<file path="config.mk">
export PLATFORM = sky130hd
export DESIGN_NAME = vpw_div
export DESIGN_NICKNAME = d
export VERILOG_FILES = /design/src/hw/rtl/vpw_pkg.sv /design/src/hw/rtl/vpw_div.sv
export SDC_FILE = /design/constraint.sdc
export NUM_CORES = 1
export LEC_CHECK = 0
export BUFFER_PORTS_ARGS = -buffer_cell sky130_fd_sc_hd__buf_4
export CAP_MARGIN = 20
export CORE_MARGIN = 4
export CORE_UTILIZATION = 50
export CTS_BUF_LIST = sky130_fd_sc_hd__clkbuf_2 sky130_fd_sc_hd__clkbuf_4 sky130_fd_sc_hd__clkbuf_8
export DETAILED_ROUTE_END_ITERATION = 10
export PLACE_DENSITY = 0.69
export SLEW_MARGIN = 20
export SYNTH_ARGS = -nofsm -noshare
export SYNTH_HDL_FRONTEND = slang
export SYNTH_SLANG_ARGS = --single-unit
export TNS_END_PERCENT = 1
</file>
<file path="constraint.sdc">
create_clock -name i_clk -period 8.9 [get_ports i_clk]
set_input_delay 1.335 -clock i_clk [delete_from_list [all_inputs] [get_ports i_clk]]
set_output_delay 1.335 -clock i_clk [all_outputs]
set_load 0.01 [all_outputs]
</file>
<file path="src/hw/rtl/vpw_pkg.sv">
// Shared constants, types and saturation helper for the vertex projection block.
package vpw_pkg;

    localparam int VALUE_WIDTH   = 32;
    localparam int FRACTION_BITS = 16;
    localparam int FIELD_W       = 32;
    localparam int EFF_W         = (VALUE_WIDTH > FIELD_W) ? FIELD_W : VALUE_WIDTH;
    localparam int MUL_W         = FIELD_W + 1;
    localparam int PROD_W        = 2 * MUL_W;
    localparam int ACC_W         = PROD_W + 2;
    localparam int STORE_DEPTH   = 32;
    localparam int ADDR_W        = $clog2(STORE_DEPTH);
    localparam int CFG_IDX_W     = 2;
    localparam int CFG_DATA_W    = 16;
    localparam int VIEW_W        = 16;

    localparam logic MODE_LOAD    = 1'b0;
    localparam logic MODE_PROJECT = 1'b1;

    localparam logic signed [MUL_W-1:0] ONE_M =
        {{(MUL_W-1){1'b0}}, 1'b1} << FRACTION_BITS;
    localparam logic signed [ACC_W-1:0] ONE_A =
        {{(ACC_W-1){1'b0}}, 1'b1} << FRACTION_BITS;
    localparam logic signed [ACC_W-1:0] HALF_A =
        {{(ACC_W-1){1'b0}}, 1'b1} << (FRACTION_BITS - 1);

    typedef enum logic [CFG_IDX_W-1:0] {
        CFG_ORIGIN_X = 2'd0,
        CFG_ORIGIN_Y = 2'd1,
        CFG_WIDTH    = 2'd2,
        CFG_HEIGHT   = 2'd3
    } t_cfg_idx;

    typedef struct packed {
        logic busy;
        logic done;
    } t_div_stat;

    // Clamp a wide signed value to the signed range of EFF_W bits.
    function automatic logic signed [FIELD_W-1:0] sat_acc(input logic signed [ACC_W-1:0] v);
        logic signed [ACC_W-1:0] hi;
        logic signed [ACC_W-1:0] lo;
        hi = {{(ACC_W-1){1'b0}}, 1'b1} << (EFF_W - 1);
        hi = hi - ACC_W'(1);
        lo = ~hi;
        if (v > hi) begin
            return hi[FIELD_W-1:0];
        end else if (v < lo) begin
            return lo[FIELD_W-1:0];
        end
        return v[FIELD_W-1:0];
    endfunction

endpackage

</file>
<file path="src/hw/rtl/vpw_div.sv">
// Bit-serial rounding divider: clip * one / w, saturated.
module vpw_div (
    input  logic                              i_clk,
    input  logic                              i_rst_n,
    input  logic                              i_start,
    input  logic signed [vpw_pkg::FIELD_W-1:0] i_clip,
    input  logic signed [vpw_pkg::FIELD_W-1:0] i_w,
    output vpw_pkg::t_div_stat                o_stat,
    output logic signed [vpw_pkg::FIELD_W-1:0] o_quot
);

    localparam int NUM_W = vpw_pkg::FIELD_W + vpw_pkg::FRACTION_BITS;
    localparam int DVD_W = NUM_W + 1;
    localparam int REM_W = vpw_pkg::FIELD_W + 1;
    localparam int CNT_W = $clog2(DVD_W + 1);

    typedef enum logic [1:0] {D_IDLE, D_PREP, D_RUN, D_FIN} t_dstate;

    t_dstate                       r_state;
    logic                          r_neg;
    logic [NUM_W-1:0]              r_n;
    logic [vpw_pkg::FIELD_W-1:0]   r_d;
    logic [DVD_W-1:0]              r_dvd;
    logic [REM_W-1:0]              r_rem;
    logic [CNT_W-1:0]              r_cnt;

    logic signed [NUM_W-1:0]       num;
    logic [REM_W-1:0]              rem_sh;
    logic                          ge;
    logic [DVD_W-1:0]              smax;

    assign num    = {i_clip, {vpw_pkg::FRACTION_BITS{1'b0}}};
    assign rem_sh = {r_rem[REM_W-2:0], r_dvd[DVD_W-1]};
    assign ge     = (rem_sh >= REM_W'(r_d));
    assign smax   = ({{(DVD_W-1){1'b0}}, 1'b1} << (vpw_pkg::EFF_W - 1)) - DVD_W'(1);

    always_ff @(posedge i_clk) begin
        if (!i_rst_n) begin
            r_state <= D_IDLE;
        end else begin
            unique case (r_state)
                D_IDLE: begin
                    if (i_start) begin
                        r_neg   <= i_clip[vpw_pkg::FIELD_W-1] ^ i_w[vpw_pkg::FIELD_W-1];
                        r_n     <= num[NUM_W-1] ? NUM_W'(-num) : NUM_W'(num);
                        r_d     <= i_w[vpw_pkg::FIELD_W-1] ? vpw_pkg::FIELD_W'(-i_w)
                                                           : vpw_pkg::FIELD_W'(i_w);
                        r_state <= D_PREP;
                    end
                end
                D_PREP: begin
                    // Adding half the divisor makes the truncating loop round to nearest.
                    r_dvd   <= DVD_W'(r_n) + DVD_W'(r_d >> 1);
                    r_rem   <= '0;
                    r_cnt   <= CNT_W'(DVD_W);
                    r_state <= D_RUN;
                end
                D_RUN: begin
                    r_rem <= ge ? (rem_sh - REM_W'(r_d)) : rem_sh;
                    r_dvd <= {r_dvd[DVD_W-2:0], ge};
                    r_cnt <= r_cnt - CNT_W'(1);
                    if (r_cnt == CNT_W'(1)) begin
                        r_state <= D_FIN;
                    end
                end
                D_FIN: begin
                    r_state <= D_IDLE;
                end
                default: begin
                    r_state <= D_IDLE;
                end
            endcase
        end
    end

    always_comb begin
        if (!r_neg) begin
            o_quot = (r_dvd > smax) ? vpw_pkg::FIELD_W'(smax) : r_dvd[vpw_pkg::FIELD_W-1:0];
        end else if (r_dvd > smax + DVD_W'(1)) begin
            o_quot = ~vpw_pkg::FIELD_W'(smax);
        end else begin
            o_quot = vpw_pkg::FIELD_W'(DVD_W'(0) - r_dvd);
        end
    end

    assign o_stat.busy = (r_state != D_IDLE);
    assign o_stat.done = (r_state == D_FIN);

endmodule

</file>
==> out/metrics.cfg <==
[route]
viasPerCell=5.80
firstDrtPassIters=5
ant_nets=0
wirelength_um=26800
wire_per_inst_um=17.1
drt_drc_violations_left=0
vias=9131
drt_iter0_drc=642

[min_path]
holdPathEnd=r_dvd[45]$_DFFE_PP_
holdPathStages=2
min_from=r_dvd[44]$_DFFE_PP_
min_path_type=reg2reg

[global_routing]
grtUsageTotal_pct=22.1
grt-ovfl-total=0
antenna_found_initial=0
grt_max_degree=112
grt_pass1_vias=8385
grt_pass1_wl_um=43600

[cts]
cts-root-buf=clkbuf_8
tritoncts=built
clock_sinks=154
cts_max_path_buffers=2
cts-htree-levels=4
ctsHoldBuffers=0
post-cts-setup-buffer-count=0
worstSkewPairLatency_ns=0.46
clkTransAtPathRegs_ns=0.08
ctsResizeCount=0
numCtsBuffers=17

[final_layout]
design_area_mm2=0.0124
areaGrowthSynthToFinish_pct=13.1
diodes=0
final_util_pct=58.1
drive_gt1_share_pct=12.2
nets=1411
mostFrequentLayoutCells=nand2_1, edfxtp_1, o21ai_0
final_common_cell=nand2_1

[power]
power.leakage_nw=4.61
peakVddDrop_mv=0.135
switching_power_w=0.00125
power-per-cell-area_mw_per_mm2=254
clkPwrFrac_pct=19.4
switching_share_pct=39.6
seq_power_share_pct=39.7
p_comb_share_pct=40.9
internal_power_w=0.00190

[synthesis]
syn_inst=1208
async_flop_share_pct=0
syn_nets=1333
synth_ff_type=edfxtp_1
syn_avg_cell_area_um2=9.05
ys_seq_area_share_pct=42.1
synth_seq_cells=154
synth_cell_type_count=61
syn-cell-area_mm2=0.0109
yosys_warnings=0
synth-edff-count=152

[timing]
max_freq_mhz=170
drv_slew=0
hold_viol=0
timing.clock.skew_ns=0.0196
slew_headroom_pct=34.5
tns_ns=0
min_period_ns=5.88
tightest_slew_ns=0.958
setup_viol=0
post-route-period-util_pct=66.0
rsz0062_at_grt=false

[floorplan]
start_util_pct=51.4
die_w_um=156
die-height_um=156
row_count=53
design.die.area_mm2=0.0243
core_area_mm2=0.0213
ios=101

[setup_path]
r2r_start=r_dvd[48]$_DFFE_PP_
critPathCaptureType=primary output
critical_path_class=reg2out
crit_arrival_ns=4.54
worst-r2r-setup-slack_ns=5.09
crit_path_start_kind=register
rr_endpoint=r_rem[28]$_SDFFCE_PN0P_
path_max_fanout=16
critPathRequiredTime_ns=7.57
reg2reg_depth=12

[place]
placed_cell_area_mm2=0.0119
dpl.hpwl_um=20000
routabilityCongestion=0.929
io_buffers=100

[flow_run]
maxCapViolCount=0

[run_status]
run_status=complete, no violations

[cell type report]
class                   instances  area, um^2
flip-flops and latches        154        4600
multi-input cells             935        5890
well taps                     275         344
clock inverters                12         189
repair buffers                107         803
clock buffers                  20         269
inverters                      71         267
fillers                      1867        8920
[power groups by stage]
| stage | logic, W | registers, W | clock network, W |
|---|---|---|---|
| after floorplan | 0.000958 | 0.00120 | 0 |
| after global placement | 0.00126 | 0.00125 | 0 |
| after detailed placement | 0.00128 | 0.00126 | 0 |
| after CTS | 0.00129 | 0.00124 | 0.000620 |
| after global routing | 0.00145 | 0.00127 | 0.000653 |
| final | 0.00129 | 0.00125 | 0.000611 |
[worst max-delay path, stage by stage (launching register included)]
cell      delay [ns]
edfxtp_1        0.46
inv_1           0.11
ha_1            0.17
or3b_2          0.51
nor4_1          0.32
and3_1          0.27
nand4_1         0.15
o21ai_0         0.37
and2_1          0.53
nand2_1         0.36
o311ai_0        0.61
buf_4           0.22
[per-layer routing]
layer  global-route usage (%)  wire length [um]  vias to the layer above
li1                         -                 -                     4602
met1                     33.5             13200                     4192
met2                     32.8             11400                      299
met3                     3.50              1740                       38
met4                     6.09               537                        0
met5                        0                 0                        -
[registers in the layout, summed over array words and instances (netlist names)]
register and flops:
r_dvd 49, r_rem 32, r_state 2, r_neg 1, r_n 32, r_cnt 6, r_d 32
[kinds of logic (layout without fill, tap and decap cells)]
logic type,count (synthesis),after routing,synth area share (%)
AOI/OAI and AO/OA,342,342,19.1
xor gates and xnor gates,109,109,8.73
adders and majority gates,58,58,6.77
buffers and inverters,119,210,4.08
DFF,154,154,42.1
muxes,5,5,0.492
and+or+nand+nor,421,421,18.8
[metrics by stage]
stage / worst slack [ns] / cells / hold slack [ns] / power [W]
floorplan: 4.31 / 1208 / 0.525 / 0.00216
global placement: 3.66 / 1542 / 0.540 / 0.00251
detailed placement: 3.56 / 1542 / 0.550 / 0.00254
CTS: 3.04 / 1574 / 0.567 / 0.00315
global route: 2.63 / 1574 / 0.601 / 0.00337
finish: 3.02 / 1574 / 0.564 / 0.00315
[synth_stat cells (all sizes together), types with 12 or more instances]
master	instances	area share [%]
nor3	20	0.92
a21oi	98	4.5
o31ai	20	1.5
a21o	19	1.3
xnor2	80	6.4
nand2b	12	0.69
inv	70	2.4
ha	56	6.4
o311ai	12	0.96
and3	18	1.0
o211ai	14	0.96
nor4	14	0.80
nand3	34	1.6
clkbuf	45	1.5
xor2	29	2.3
nand2	168	5.8
nor2	61	2.1
o21ai	121	5.5
or3	23	1.3
edfxtp	152	42
or4	17	1.2
nand4	21	1.2
[worst max path at each step]
stage,to,start,cells after the start
2_1_floorplan,o_quot[10],r_dvd[0]$_DFFE_PP_,12
3_5_place_dp,o_quot[28],r_dvd[0]$_DFFE_PP_,11
4_1_cts,o_quot[28],r_dvd[0]$_DFFE_PP_,11
6_report,o_quot[28],r_dvd[0]$_DFFE_PP_,11
5_1_grt,o_quot[28],r_dvd[0]$_DFFE_PP_,11
3_3_place_gp,o_quot[28],r_dvd[0]$_DFFE_PP_,11
No activity file was read; power rests on OpenSTA's default activity.
